## src/vckd_pkg.sv

```systemverilog
`default_nettype none
package vckd_pkg;

  localparam int FIFO_DEPTH    = 16;
  localparam int NUM_TERMINALS = 4;

  localparam int PTR_W     = (FIFO_DEPTH > 1) ? $clog2(FIFO_DEPTH) : 1;
  localparam int FILL_W    = $clog2(FIFO_DEPTH + 1);
  localparam int TIDX_W    = (NUM_TERMINALS > 1) ? $clog2(NUM_TERMINALS) : 1;
  localparam int MEM_DEPTH = NUM_TERMINALS * FIFO_DEPTH;
  localparam int ADDR_W    = (MEM_DEPTH > 1) ? $clog2(MEM_DEPTH) : 1;
  localparam int QDEPTH    = 2;
  localparam int QIDX_W    = 1;
  localparam int QCNT_W    = 2;

  localparam logic [7:0] KEY_ESC = 8'h1B;
  localparam logic [7:0] KEY_O   = 8'h4F;
  localparam logic [7:0] KEY_F1  = 8'h50;
  localparam logic [7:0] KEY_F4  = 8'h53;

  localparam logic [1:0] OP_RX     = 2'd0;
  localparam logic [1:0] OP_READ   = 2'd1;
  localparam logic [1:0] OP_SELECT = 2'd2;
  localparam logic [1:0] OP_NONE   = 2'd3;

  typedef enum logic [1:0] {
    CMD_NONE = 2'd0,
    CMD_PUSH = 2'd1,
    CMD_POP  = 2'd2
  } cmd_kind_t;

  typedef struct packed {
    logic [1:0] operation;
    logic [7:0] rx_byte;
    logic [1:0] terminal;
  } in_t;

  typedef struct packed {
    logic [7:0] read_data;
    logic       read_valid;
    logic [1:0] active_terminal;
    logic       switched;
    logic       byte_dropped;
    logic       key_pending;
  } out_t;

  typedef struct packed {
    cmd_kind_t  kind;
    logic [1:0] term;
    logic [7:0] data;
    logic [1:0] active_terminal;
    logic       switched;
    logic       key_pending;
  } cmd_t;

  function automatic logic term_ok(input logic [1:0] t);
    return (32'(t) < NUM_TERMINALS);
  endfunction

endpackage
`default_nettype wire

```

## src/vckd_front.sv

```systemverilog
`default_nettype none
module vckd_front (
  input  wire logic           clk,
  input  wire logic           rst_n,
  input  wire vckd_pkg::in_t  item,
  input  wire logic           fire,
  output vckd_pkg::cmd_t      cmd
);

  typedef enum logic [2:0] {
    DET_IDLE = 3'b001,
    DET_ESC  = 3'b010,
    DET_ESCO = 3'b100
  } det_t;

  det_t       det_r, det_nxt;
  logic [1:0] cur_r, cur_nxt;
  logic [1:0] key_term;
  logic       is_fkey;
  logic       pend;
  logic       key_hit;

  assign key_term = 2'(item.rx_byte - vckd_pkg::KEY_F1);
  assign is_fkey  = (item.rx_byte >= vckd_pkg::KEY_F1) && (item.rx_byte <= vckd_pkg::KEY_F4);

  // prefix detector
  always_comb begin
    det_nxt = det_r;
    pend    = 1'b0;
    key_hit = 1'b0;
    unique case (det_r)
      DET_IDLE: begin
        if (item.rx_byte == vckd_pkg::KEY_ESC) begin
          det_nxt = DET_ESC;
          pend    = 1'b1;
        end
      end
      DET_ESC: begin
        if (item.rx_byte == vckd_pkg::KEY_O) begin
          det_nxt = DET_ESCO;
          pend    = 1'b1;
        end else begin
          det_nxt = DET_IDLE;
        end
      end
      DET_ESCO: begin
        det_nxt = DET_IDLE;
        key_hit = is_fkey;
      end
      default: begin
        det_nxt = DET_IDLE;
      end
    endcase
  end

  always_comb begin
    cur_nxt          = cur_r;
    cmd.kind         = vckd_pkg::CMD_NONE;
    cmd.term         = cur_r;
    cmd.data         = item.rx_byte;
    cmd.switched     = 1'b0;
    cmd.key_pending  = 1'b0;
    unique case (item.operation)
      vckd_pkg::OP_RX: begin
        if (pend) begin
          cmd.key_pending = 1'b1;
        end else if (key_hit) begin
          if (vckd_pkg::term_ok(key_term) && key_term != cur_r) begin
            cur_nxt      = key_term;
            cmd.switched = 1'b1;
          end
        end else if (vckd_pkg::term_ok(cur_r)) begin
          cmd.kind = vckd_pkg::CMD_PUSH;
        end
      end
      vckd_pkg::OP_READ: begin
        cmd.term = item.terminal;
        if (vckd_pkg::term_ok(item.terminal)) begin
          cmd.kind = vckd_pkg::CMD_POP;
        end
      end
      vckd_pkg::OP_SELECT: begin
        if (vckd_pkg::term_ok(item.terminal) && item.terminal != cur_r) begin
          cur_nxt      = item.terminal;
          cmd.switched = 1'b1;
        end
      end
      vckd_pkg::OP_NONE: begin
        cmd.kind = vckd_pkg::CMD_NONE;
      end
      default: begin
        cmd.kind = vckd_pkg::CMD_NONE;
      end
    endcase
    cmd.active_terminal = cur_nxt;
  end

  always_ff @(posedge clk) begin
    if (!rst_n) begin
      det_r <= DET_IDLE;
      cur_r <= 2'd0;
    end else if (fire) begin
      cur_r <= cur_nxt;
      if (item.operation == vckd_pkg::OP_RX) begin
        det_r <= det_nxt;
      end
    end
  end

endmodule
`default_nettype wire

```

## src/vckd_queue.sv

```systemverilog
`default_nettype none
module vckd_queue (
  input  wire logic           clk,
  input  wire logic           rst_n,
  input  wire logic           push_valid,
  output logic                push_ready,
  input  wire vckd_pkg::cmd_t push_cmd,
  output logic                pop_valid,
  input  wire logic           pop_ready,
  output vckd_pkg::cmd_t      pop_cmd
);

  vckd_pkg::cmd_t                  ent_r [vckd_pkg::QDEPTH];
  logic [vckd_pkg::QIDX_W-1:0]     wr_r;
  logic [vckd_pkg::QIDX_W-1:0]     rd_r;
  logic [vckd_pkg::QCNT_W-1:0]     cnt_r;
  logic                            do_push;
  logic                            do_pop;

  assign push_ready = (cnt_r != vckd_pkg::QCNT_W'(vckd_pkg::QDEPTH));
  assign pop_valid  = (cnt_r != '0);
  assign pop_cmd    = ent_r[rd_r];
  assign do_push    = push_valid && push_ready;
  assign do_pop     = pop_valid && pop_ready;

  always_ff @(posedge clk) begin
    if (do_push) begin
      ent_r[wr_r] <= push_cmd;
    end
  end

  always_ff @(posedge clk) begin
    if (!rst_n) begin
      wr_r  <= '0;
      rd_r  <= '0;
      cnt_r <= '0;
    end else begin
      if (do_push) begin
        wr_r <= wr_r + 1'b1;
      end
      if (do_pop) begin
        rd_r <= rd_r + 1'b1;
      end
      if (do_push && !do_pop) begin
        cnt_r <= cnt_r + 1'b1;
      end else if (do_pop && !do_push) begin
        cnt_r <= cnt_r - 1'b1;
      end
    end
  end

endmodule
`default_nettype wire

```

## src/vckd_back.sv

```systemverilog
`default_nettype none
module vckd_back (
  input  wire logic           clk,
  input  wire logic           rst_n,
  input  wire logic           cmd_valid,
  output logic                cmd_ready,
  input  wire vckd_pkg::cmd_t cmd,
  output logic                out_valid,
  input  wire logic           out_ready,
  output vckd_pkg::out_t      out_data
);

  logic [7:0]                   mem [vckd_pkg::MEM_DEPTH];
  logic [vckd_pkg::PTR_W-1:0]   wptr_r [vckd_pkg::NUM_TERMINALS];
  logic [vckd_pkg::PTR_W-1:0]   rptr_r [vckd_pkg::NUM_TERMINALS];
  logic [vckd_pkg::FILL_W-1:0]  fill_r [vckd_pkg::NUM_TERMINALS];

  logic                         out_valid_r;
  logic [7:0]                   rdata_r;
  logic                         rvalid_r;
  logic [1:0]                   act_r;
  logic                         sw_r;
  logic                         drop_r;
  logic                         pend_r;

  logic [vckd_pkg::TIDX_W-1:0]  tidx;
  logic [vckd_pkg::PTR_W-1:0]   wptr;
  logic [vckd_pkg::PTR_W-1:0]   rptr;
  logic [vckd_pkg::FILL_W-1:0]  fill;
  logic [vckd_pkg::ADDR_W-1:0]  base;
  logic                         take;
  logic                         do_wr;
  logic                         do_rd;

  assign cmd_ready = !out_valid_r || out_ready;
  assign take      = cmd_valid && cmd_ready;
  assign tidx      = cmd.term[vckd_pkg::TIDX_W-1:0];
  assign wptr      = wptr_r[tidx];
  assign rptr      = rptr_r[tidx];
  assign fill      = fill_r[tidx];
  assign base      = vckd_pkg::ADDR_W'(32'(tidx) * vckd_pkg::FIFO_DEPTH);
  assign do_wr     = take && (cmd.kind == vckd_pkg::CMD_PUSH)
                     && (fill < vckd_pkg::FILL_W'(vckd_pkg::FIFO_DEPTH));
  assign do_rd     = take && (cmd.kind == vckd_pkg::CMD_POP) && (fill != '0);

  // ring fifo storage, all terminals share one array
  always_ff @(posedge clk) begin
    if (do_wr) begin
      mem[base + vckd_pkg::ADDR_W'(wptr)] <= cmd.data;
    end
    if (do_rd) begin
      rdata_r <= mem[base + vckd_pkg::ADDR_W'(rptr)];
    end
  end

  always_ff @(posedge clk) begin
    if (!rst_n) begin
      for (int i = 0; i < vckd_pkg::NUM_TERMINALS; i++) begin
        wptr_r[i] <= '0;
        rptr_r[i] <= '0;
        fill_r[i] <= '0;
      end
    end else begin
      if (do_wr) begin
        wptr_r[tidx] <= (32'(wptr) == vckd_pkg::FIFO_DEPTH - 1) ? '0 : wptr + 1'b1;
        fill_r[tidx] <= fill + 1'b1;
      end
      if (do_rd) begin
        rptr_r[tidx] <= (32'(rptr) == vckd_pkg::FIFO_DEPTH - 1) ? '0 : rptr + 1'b1;
        fill_r[tidx] <= fill - 1'b1;
      end
    end
  end

  // result register
  always_ff @(posedge clk) begin
    if (!rst_n) begin
      out_valid_r <= 1'b0;
    end else if (cmd_ready) begin
      out_valid_r <= cmd_valid;
    end
  end

  always_ff @(posedge clk) begin
    if (take) begin
      rvalid_r <= do_rd;
      act_r    <= cmd.active_terminal;
      sw_r     <= cmd.switched;
      drop_r   <= (cmd.kind == vckd_pkg::CMD_PUSH) && !do_wr;
      pend_r   <= cmd.key_pending;
    end
  end

  assign out_valid                = out_valid_r;
  assign out_data.read_data       = rvalid_r ? rdata_r : 8'd0;
  assign out_data.read_valid      = rvalid_r;
  assign out_data.active_terminal = act_r;
  assign out_data.switched        = sw_r;
  assign out_data.byte_dropped    = drop_r;
  assign out_data.key_pending     = pend_r;

endmodule
`default_nettype wire

```

## src/virtual_console_key_demux_core.sv

```systemverilog
`default_nettype none
// keyboard demultiplexer for virtual terminals. a front stage runs the esc-o-p..s
// detector and tracks the active terminal, a two-beat command queue decouples it
// from a back stage holding one 16-byte ring fifo per terminal in a shared memory.
// one beat is taken per cycle while in_ready is high; each result passes through
// the queue entry, then the fifo memory read into the result register. the queue
// holds two beats and the result register one, so under output backpressure
// in_ready drops once all three are filled; at full rate the queue holds one beat
// and in_ready drops in the cycle after out_ready does. reads of an empty fifo or
// an unused terminal return zero with read_valid low; fifo contents need no reset
// since only filled entries pop.
module virtual_console_key_demux_core (
  input  wire logic           clk,
  input  wire logic           rst_n,
  input  wire logic           in_valid,
  output logic                in_ready,
  input  wire vckd_pkg::in_t  in_data,
  output logic                out_valid,
  input  wire logic           out_ready,
  output vckd_pkg::out_t      out_data
);

  vckd_pkg::cmd_t front_cmd;
  vckd_pkg::cmd_t q_cmd;
  logic           q_valid;
  logic           q_ready;
  logic           fire;

  assign fire = in_valid && in_ready;

  vckd_front u_front (
    .clk   (clk),
    .rst_n (rst_n),
    .item  (in_data),
    .fire  (fire),
    .cmd   (front_cmd)
  );

  vckd_queue u_queue (
    .clk        (clk),
    .rst_n      (rst_n),
    .push_valid (in_valid),
    .push_ready (in_ready),
    .push_cmd   (front_cmd),
    .pop_valid  (q_valid),
    .pop_ready  (q_ready),
    .pop_cmd    (q_cmd)
  );

  vckd_back u_back (
    .clk       (clk),
    .rst_n     (rst_n),
    .cmd_valid (q_valid),
    .cmd_ready (q_ready),
    .cmd       (q_cmd),
    .out_valid (out_valid),
    .out_ready (out_ready),
    .out_data  (out_data)
  );

endmodule
`default_nettype wire

```

## config.mk

```make
export PLATFORM = sky130hd
export DESIGN_NAME = virtual_console_key_demux_core
export DESIGN_NICKNAME = d
export VERILOG_FILES = /design/src/vckd_pkg.sv /design/src/vckd_front.sv /design/src/vckd_queue.sv /design/src/vckd_back.sv /design/src/virtual_console_key_demux_core.sv
export SDC_FILE = /design/constraint.sdc
export NUM_CORES = 1
export LEC_CHECK = 0
export BUFFER_PORTS_ARGS = -buffer_cell sky130_fd_sc_hd__buf_2
export CAP_MARGIN = 20
export CORE_AREA = 2 2 243 245
export DETAILED_ROUTE_END_ITERATION = 10
export DIE_AREA = 0 0 245 247
export PLACE_DENSITY_LB_ADDON = 0.15
export SKIP_LAST_GASP = 1
export SYNTH_ARGS = -nofsm -noshare
export SYNTH_HDL_FRONTEND = slang
export SYNTH_HIERARCHICAL = 1
export SYNTH_SLANG_ARGS = --single-unit
```

## constraint.sdc

```tcl
create_clock -name clk -period 12.8 [get_ports clk]
set_input_delay 0.64 -clock clk [delete_from_list [all_inputs] [get_ports clk]]
set_output_delay 0.64 -clock clk [all_outputs]
set_load 0.01 [all_outputs]
```

# Word-level counts from Yosys, hierarchy flattened
# Memories as Yosys holds them, arrays and structs flattened. A register that Yosys moved wholly into a read port is not among the register bits.
# Cells that the tools add are included.
word_totals:
  regBits: 16
  latchBits: 0
  mem_bits_rw: 596
  rom_bits: 0
  inputBits: 16
  out_inout_bits: 16
  elab_cells: 119
  memories: 5
classes:
  addsub: 11
  multipliers: 0
  div: 0
  n_lt_le_gt_ge: 3
  eq_ne: 15
  shift: 0
  n_mux: 50
  bitwise_logic: 1
  reduce_logical: 23
memory_table:
  columns: ["name", "depth", "word_bits", "rd", "rd_ports_with_merged_regs", "write_ports", "line_no", "source"]
  rows:
  - ["u_back.mem", 64, 8, 1, 1, 1, "vckd_back.sv:13", "logic [7:0] mem [vckd_pkg::MEM_DEPTH];"]
  - ["u_queue.ent_r", 2, 16, 1, 1, 1, "vckd_queue.sv:13", "vckd_pkg::cmd_t ent_r [vckd_pkg::QDEPTH];"]
  - ["u_back.fill_r", 4, 5, 1, 0, 4, "vckd_back.sv:16", "logic [vckd_pkg::FILL_W-1:0] fill_r [vckd_pkg::NUM_TERMINALS];"]
  - ["u_back.rptr_r", 4, 4, 1, 0, 4, "vckd_back.sv:15", "logic [vckd_pkg::PTR_W-1:0] rptr_r [vckd_pkg::NUM_TERMINALS];"]
  - ["u_back.wptr_r", 4, 4, 1, 0, 4, "vckd_back.sv:14", "logic [vckd_pkg::PTR_W-1:0] wptr_r [vckd_pkg::NUM_TERMINALS];"]
op_table:
  columns: ["cell", "count"]
  rows:
  - ["2-to-1 mux 1 bit", 25]
  - ["2-to-1 mux 2 bit", 11]
  - ["2-to-1 mux 4 bit", 4]
  - ["adder 6 x 4 -> 6 bit", 2]
  - ["logical AND 1 bit", 10]
  - ["2-to-1 mux 5 bit", 2]
  - ["adder 4 x 1 -> 4 bit (second input constant)", 2]
  - ["== test 4 bit (second input constant)", 2]
  - ["== test 8 x 5 -> 1 bit (second input constant)", 1]
  - ["== test 8 x 7 -> 1 bit (second input constant)", 1]
  - ["greater-or-equal comparator 8 x 7 -> 1 bit (second input constant)", 1]
  - ["<= comparator 8 x 7 -> 1 bit (second input constant)", 1]
  - ["2-to-1 mux 8 bit", 1]
  - ["case mux 2 bit (2 select lines)", 2]
  - ["OR reduction 4 bit", 2]
  - ["2-to-1 mux 3 bit", 2]
  - ["case mux 3 bit (2 select lines)", 1]
  - ["adder 5 x 1 -> 5 bit (second input constant)", 1]
  - ["< comparator 5 bit (second input constant)", 1]
  - ["nonzero test 5 bit", 1]
  - ["OR reduction 5 bit", 1]
  - ["subtractor 5 x 1 -> 5 bit (second input constant)", 1]
  - ["== test 2 x 1 -> 1 bit (second input constant)", 2]
  - ["== test 2 bit (second input constant)", 2]
  - ["16 further kinds", 24]

# Longest topological paths before layout
# Gate-level depths: netlist of the first run.
logic_depth:
  ltp_word: 11
  depth_mapped: 18
  mapped_depth_nobuf: 14

# Modules after synthesis
# Netlist of the first run, hierarchy kept.
modules_own_cells:
  columns: ["mod", "instances", "cells_per_inst", "area_each_um2", "seq_area_each_um2"]
  rows:
  - ["vckd_back", 1, 1696, 23854.1, 17376.7]
  - ["vckd_queue", 1, 74, 1393.8, 1061.0]
  - ["vckd_front", 1, 76, 564.3, 100.1]
  - ["virtual_console_key_demux_core", 1, 1, 6.3, 0.0]

# Worst setup path before layout of the first run
# OpenSTA, ideal clock, no wires.
synth_timing:
  path_kind: "flip-flop to flip-flop"
  startpoint: "reg with a tool-made name"
  endpoint: "mem u_back/fill_r[0][4] (netlist bit), data pin"
  setup_time_ns: 0.268
  t_arrival_ns: 3.846
  t_required_ns: 12.532
  slack_ns: 8.686
  path_stages_with_launch: 19
  period_less_slack_ns: 4.114
  cell_sequence: "dfxtp_1 buf_2 buf_2 mux2_2 buf_6 buf_6 mux4_2 nor4_1 a211o_1 inv_2 nand2_2 inv_2 ha_1 a21o_1 a21oi_1 xnor2_1 nor2_1 o21ai_0 nor2_1"
synth_lines:
  columns: ["element", "line_no"]
  rows:
  - ["to (decl)", "vckd_back.sv:16"]

==> flow_metrics.py, run 1 <==
metrics = {
    "die": {
        "fp-row-count": 89,
        "design.portCount": 32,
        "die_x_um": 245,
        "dieArea_mm2": 0.06052,
        "start_util_pct": 44.33,
        "coreArea_mm2": 0.05824,
        "die_y_um": 247,
    },
    "yosys": {
        "synthCells": 1847,
        "yosys_warnings": 6,
        "synth_common_cells": "610 x edfxtp_1, 354 x nand2_1, 134 x nor2_1, 64 x a31oi_1, 62 x mux2i_1",
        "ys_top_cells_by_area": "edfxtp_1 71%, nand2_1 5.1%, mux2i_1 2.4%, nor2_1 1.9%, a31oi_1 1.6%",
        "ys_types": 66,
        "avgSynthCellArea_um2": 13.98,
        "syn_area_mm2": 0.02582,
        "synth_nets": 1870,
        "synth.most_common_cell": "edfxtp_1",
        "synth_edf_count": 610,
        "async_flop_share_pct": 0,
        "yosys_register_bits": 621,
        "synth.top_cell.area_share_pct": 70.95,
        "synth-main-ff-cell": "edfxtp_1",
        "synth_top_area_cell": "edfxtp_1",
        "ys_seq_area_share_pct": 71.80,
    },
    "sta": {
        "hold_violations": 0,
        "fin_crit_sh_pct": 41.34,
        "rsz0062_at_grt": "false",
        "worstMarginPinSlew_ps": 1083,
        "period_minus_slack_ps": 5292,
        "skew_ps": 25.46,
        "setup_viol": 0,
        "fin_setup_tns_ps": 0,
        "fin_ws_ps": 7508,
        "slew_headroom_pct": 27.66,
        "slew_viol_final": 0,
        "timing.fmax_ghz": 0.1890,
    },
    "placement": {
        "post-place-ws_ps": 7413,
        "routabilityCongestion": 0.8616,
        "place_area_mm2": 0.02633,
        "port_buffers": 31,
        "dp_hpwl_um": 38170,
    },
    "final_layout": {
        "syn_to_final_growth_pct": 10.55,
        "nets": 1865,
        "fin_area_mm2": 0.02854,
        "utilization_pct": 49.01,
        "num_antenna_cells": 0,
        "drive_above_1_share_pct": 11.12,
    },
    "worst_setup_path": {
        "reg2reg_depth": 11,
        "crit_path_end_kind": "flip-flop",
        "critical_path_class": "reg2reg",
        "worstSetupStartpointType": "flip-flop",
        "cp_data_required_time_ps": 13270,
        "cp.arrival_ps": 5760,
        "critPathMaxFanout": 61,
    },
    "global_route": {
        "grt_pass1_wl_um": 96520,
        "grt_max_degree": 110,
        "track_usage_pct": 21.51,
        "grt_pass1_vias": 14850,
        "gr-total-overflow": 0,
        "antenna_found_initial": 0,
    },
    "clock_network": {
        "htree_levels": 3,
        "hold_buffers": 0,
        "cts_resized": 0,
        "root_buffer": "clkbuf_16",
        "cts_buffers": 68,
        "cts_buffer_depth": 3,
        "clock_sinks": 621,
        "post_cts_buffers": 0,
        "clk_latency_ps": 610,
        "clk_pin_slew_ps": 60,
        "cts_tree": "yes",
    },
    "pwr": {
        "fin_total_pwr_mw": 6.236,
        "vdd_drop_max_uv": 112.0,
        "p_per_area_mw_per_mm2": 218.5,
        "p_leak_nw": 9.493,
    },
    "job": {
        "cap_violations": 0,
    },
    "route": {
        "ant_nets": 0,
        "drc_errors": 0,
        "vias_per_cell": 5.710,
        "drt_iter0_drc": 1298,
        "first_pass_iters": 6,
        "finalWirelength_um": 64130,
        "wl_per_cell_um": 24.02,
        "vias": 15250,
    },
    "worst_hold_path": {
        "whs_path_depth": 1,
        "worstHoldPathType": "in2reg",
    },
    "status": {
        "outcome": "complete, no violations",
    },
}
-- cell type report --
cell class / count / area, µm²
well taps: 773 / 967.2
flip-flops and latches: 621 / 18540
multi-input cells: 1076 / 6430
clock buffers: 89 / 1823
inverters: 20 / 85.08
clock inverters: 36 / 355.3
repair buffers: 55 / 342.8
fillers: 5035 / 29700
-- per-layer routing --
layer	vias to the layer above	track usage, %	part of all wire (%)
met5	-	0	0
met4	0	7.496	2.9
met3	105	2.865	5.7
met2	500	34.93	48
met1	7719	29.90	43
li1	6923	-	-
-- placed cells by master, fill, tap and decap left out, types with 16 or more instances in the layout --
cell type / synthesis / routed
mux2i_1: 62 / 61
clkbuf_16: 0 / 70
inv_1: 16 / 16
nor2b_1: 55 / 55
a32oi_1: 16 / 16
a31oi_1: 64 / 64
o211ai_1: 20 / 20
a211oi_1: 50 / 50
buf_4: 28 / 22
and2_1: 16 / 16
clkbuf_1: 50 / 19
nor2_1: 134 / 134
nand2_1: 354 / 354
mux2_2: 21 / 19
a21oi_1: 36 / 36
edfxtp_1: 610 / 610
nand3_1: 59 / 59
a311oi_1: 27 / 27
buf_2: 27 / 31
-- cell families (layout without fill, tap and decap cells) --
| logic type | Yosys count | count (layout) | synth area share [%] |
|---|---|---|---|
| fa+ha+maj | 7 | 7 | 0.3683 |
| flops | 621 | 621 | 71.80 |
| buf+inv | 150 | 200 | 3.373 |
| compound gates | 289 | 289 | 8.345 |
| mux | 93 | 93 | 4.192 |
| simple gates | 676 | 676 | 11.55 |
| xor+xnor | 11 | 11 | 0.3731 |
-- state kept, by name, summed over array words and instances, names as in the netlist, named ones only --
name	cells
u_back/act_r	2
u_back/drop_r	1
u_back/fill_r	20
u_back/mem	512
u_back/out_valid	1
u_back/pend_r	1
u_back/rdata_r	8
u_back/rptr_r	16
u_back/rvalid_r	1
u_back/sw_r	1
u_back/wptr_r	16
u_front/cur_r	2
u_front/det_r	3
u_queue/cnt_r	2
u_queue/ent_r	32
u_queue/rd_r	1
u_queue/wr_r	1
-- per-stage QoR --
| stage | hold slack (ps) | std cells |
|---|---|---|
| floorplan | 455.1 | 1847 |
| global placement | 480.6 | 2540 |
| detailed placement | 484.0 | 2541 |
| CTS | 237.5 | 2666 |
| global route | 247.0 | 2670 |
| finish | 264.8 | 2670 |
-- final timing paths --
path / to / slack [ps] / start
worst min register to register: u_front/det_r[2] / 490 / u_front/det_r[2]
worst max-delay path: u_back/rdata_r[6] / 7510 / flip-flop
worst min-delay path: u_queue/ent_r[0][11] / 260 / in_data[9]
worst max register to register: u_back/rdata_r[6] / 7510 / flip-flop
-- report_power, final --
part | switching [mW] | total [mW] | internal, mW
Sequential | 0.0344 | 2.51 | 2.48
Combinational | 1.30 | 1.81 | 0.502
Clock | 0.784 | 1.92 | 1.13
-- worst max-delay path, cell delays in order (launching register included) --
cell      delay (ps)
dfxtp_1          770
mux2_2           770
mux2i_1          160
mux2_4           520
inv_4            450
buf_4            610
buf_4            640
a211oi_1         100
a311oi_1         410
a31oi_1           80
a21oi_1          320
o221a_1          240
(Power assumes the default switching activity.)
==> run 2: changes to the inputs <==
==> constraint.sdc (replaced) <==
create_clock -name clk -period 4.93 [get_ports clk]
set_input_delay 0.2465 -clock clk [delete_from_list [all_inputs] [get_ports clk]]
set_output_delay 0.2465 -clock clk [all_outputs]
set_load 0.01 [all_outputs]
==> flow_metrics.py, run 2 (synthesis results as in run 1) <==
metrics = {
    "die": {
        "start_util_pct": 44.33,
        "die_x_um": 245,
        "fp-row-count": 89,
        "design.portCount": 32,
        "dieArea_mm2": 0.06052,
        "coreArea_mm2": 0.05824,
        "die_y_um": 247,
    },
    "clock_network": {
        "cts_resized": 0,
        "cts_buffer_depth": 3,
        "post_cts_buffers": 0,
        "hold_buffers": 10,
        "clk_latency_ps": 590,
        "cts_tree": "yes",
        "cts_buffers": 67,
        "root_buffer": "clkbuf_16",
        "clock_sinks": 621,
        "htree_levels": 3,
        "clk_pin_slew_ps": 60,
    },
    "placement": {
        "routabilityCongestion": 0.8842,
        "dp_hpwl_um": 38310,
        "dp.cells": 2563,
        "port_buffers": 31,
    },
    "status": {
        "outcome": "complete, no violations",
    },
    "final_layout": {
        "final_cell_mix": "610 x edfxtp_1, 354 x nand2_1, 134 x nor2_1",
        "final_cells": 2690,
        "top_register": "u_back/mem",
        "largest_register_ffs": 512,
        "syn_to_final_growth_pct": 11.51,
        "reg_top3": "u_back/mem: 512 flops, u_queue/ent_r: 32 flops, u_back/fill_r: 20 flops",
        "layout_commonest_cell": "edfxtp_1",
        "drive_above_1_share_pct": 11.43,
        "nets": 1892,
    },
    "sta": {
        "setup_viol": 0,
        "rsz0062_at_grt": "false",
        "skew_ps": 21.31,
        "timing.fmax_ghz": 0.2299,
        "worstMarginPinSlew_ps": 1079,
        "period_minus_slack_ps": 4350,
        "fin_crit_sh_pct": 88.23,
        "slew_viol_final": 0,
        "fin_setup_tns_ps": 0,
        "slew_headroom_pct": 28.07,
        "hold_violations": 0,
    },
    "worst_setup_path": {
        "crit_path_end_kind": "flip-flop",
        "cp_data_required_time_ps": 5260,
        "critPathMaxFanout": 14,
        "worstSetupStartpointType": "flip-flop",
        "critical_path_class": "reg2reg",
        "cp.arrival_ps": 4680,
    },
    "route": {
        "first_pass_iters": 6,
        "drt_iter0_drc": 1393,
        "finalWirelength_um": 63830,
        "ant_nets": 0,
        "vias_per_cell": 5.682,
        "drc_errors": 0,
        "vias": 15280,
        "wl_per_cell_um": 23.73,
    },
    "global_route": {
        "grtUsageMet3_pct": 4.634,
        "track_usage_pct": 21.42,
        "busiest_layer": "met2",
        "met1_usage_pct": 29.10,
        "use_met2_pct": 34.30,
        "grt_pass1_wl_um": 95810,
        "antenna_found_initial": 0,
        "grt_pass1_vias": 14980,
        "gr-total-overflow": 0,
        "grt_max_degree": 99,
    },
    "pwr": {
        "vdd_drop_max_uv": 327.4,
        "p_per_area_mw_per_mm2": 566.4,
        "p_leak_nw": 9.624,
    },
    "job": {
        "cap_violations": 0,
    },
    "worst_hold_path": {
        "worstHoldPathType": "in2reg",
        "hold_path_startpoint": "in_data[1]",
    },
}
-- run 2: cell types whose count changed in the layout (fill, tap and decap cells not counted), sizes merged, moves of 3 or more --
cell,delta
inv,-3
clkinv,-6
buf,+18
dlygate4sd3,+10
-- run 2: stage by stage --
stage / power, mW / hold WS, ps / setup WS, ps / cell area (µm²) / utilization, %
after floorplan: 9.775 / 325.1 / 816.4 / 25820 / -
after global placement: 11.37 / 476.7 / 715.7 / 26490 / 45.49
after detailed placement: 11.44 / 477.7 / 605.7 / 26530 / 45.55
after CTS: 16.44 / 28.20 / 587.2 / 28790 / 49.43
after global routing: 17.00 / 47.38 / 264.8 / 28790 / 49.43
final: 16.31 / 68.81 / 580.3 / 28790 / 49.44
-- run 2: layout make-up --
| type | instances | area [µm²] |
|---|---|---|
| clock inverters | 27 | 297.8 |
| multi-input cells | 1076 | 6430 |
| fillers | 4988 | 29450 |
| clock buffers | 89 | 1864 |
| diodes | 1 | 2.502 |
| flip-flops and latches | 621 | 18540 |
| inverters | 20 | 85.08 |
| repair buffers | 83 | 606.8 |
| well taps | 773 | 967.2 |
-- run 2: worst max-delay path, cell delays in order (launching register included) --
cell	delay [ps]
dfxtp_1	330
mux2_2	540
mux4_2	680
nor4_1	290
a211o_1	310
inv_2	160
nand2_2	180
inv_2	120
ha_1	350
a21o_1	170
a21oi_1	210
xnor2_1	160
nor2_1	70
o21ai_0	400
nor2_1	100
-- run 2: path summary, 6_finish.rpt --
| path | endpoint | slack [ps] | depth (start not counted) |
|---|---|---|---|
| worst max register to register | u_back/fill_r[2][4] | 580 | 14 |
| worst max-delay path | u_back/fill_r[2][4] | 580 | 14 |
| worst min register to register | u_front/det_r[2] | 500 | 2 |
| worst min-delay path | u_queue/ent_r[0][13] | 70 | 2 |
-- run 2: per-layer routing --
metal | part of all wire [%] | vias up
li1 | - | 6967
met1 | 43 | 7723
met2 | 48 | 495
met3 | 6.9 | 99
met4 | 2.5 | 0
met5 | 0 | -
-- run 2: power breakdown --
part	switching, mW	internal (mW)	leakage (nW)	total [mW]
combinational	3.45	1.38	2.91	4.83
sequential	0.0653	6.44	5.66	6.50
clock	1.96	3.01	1.06	4.97
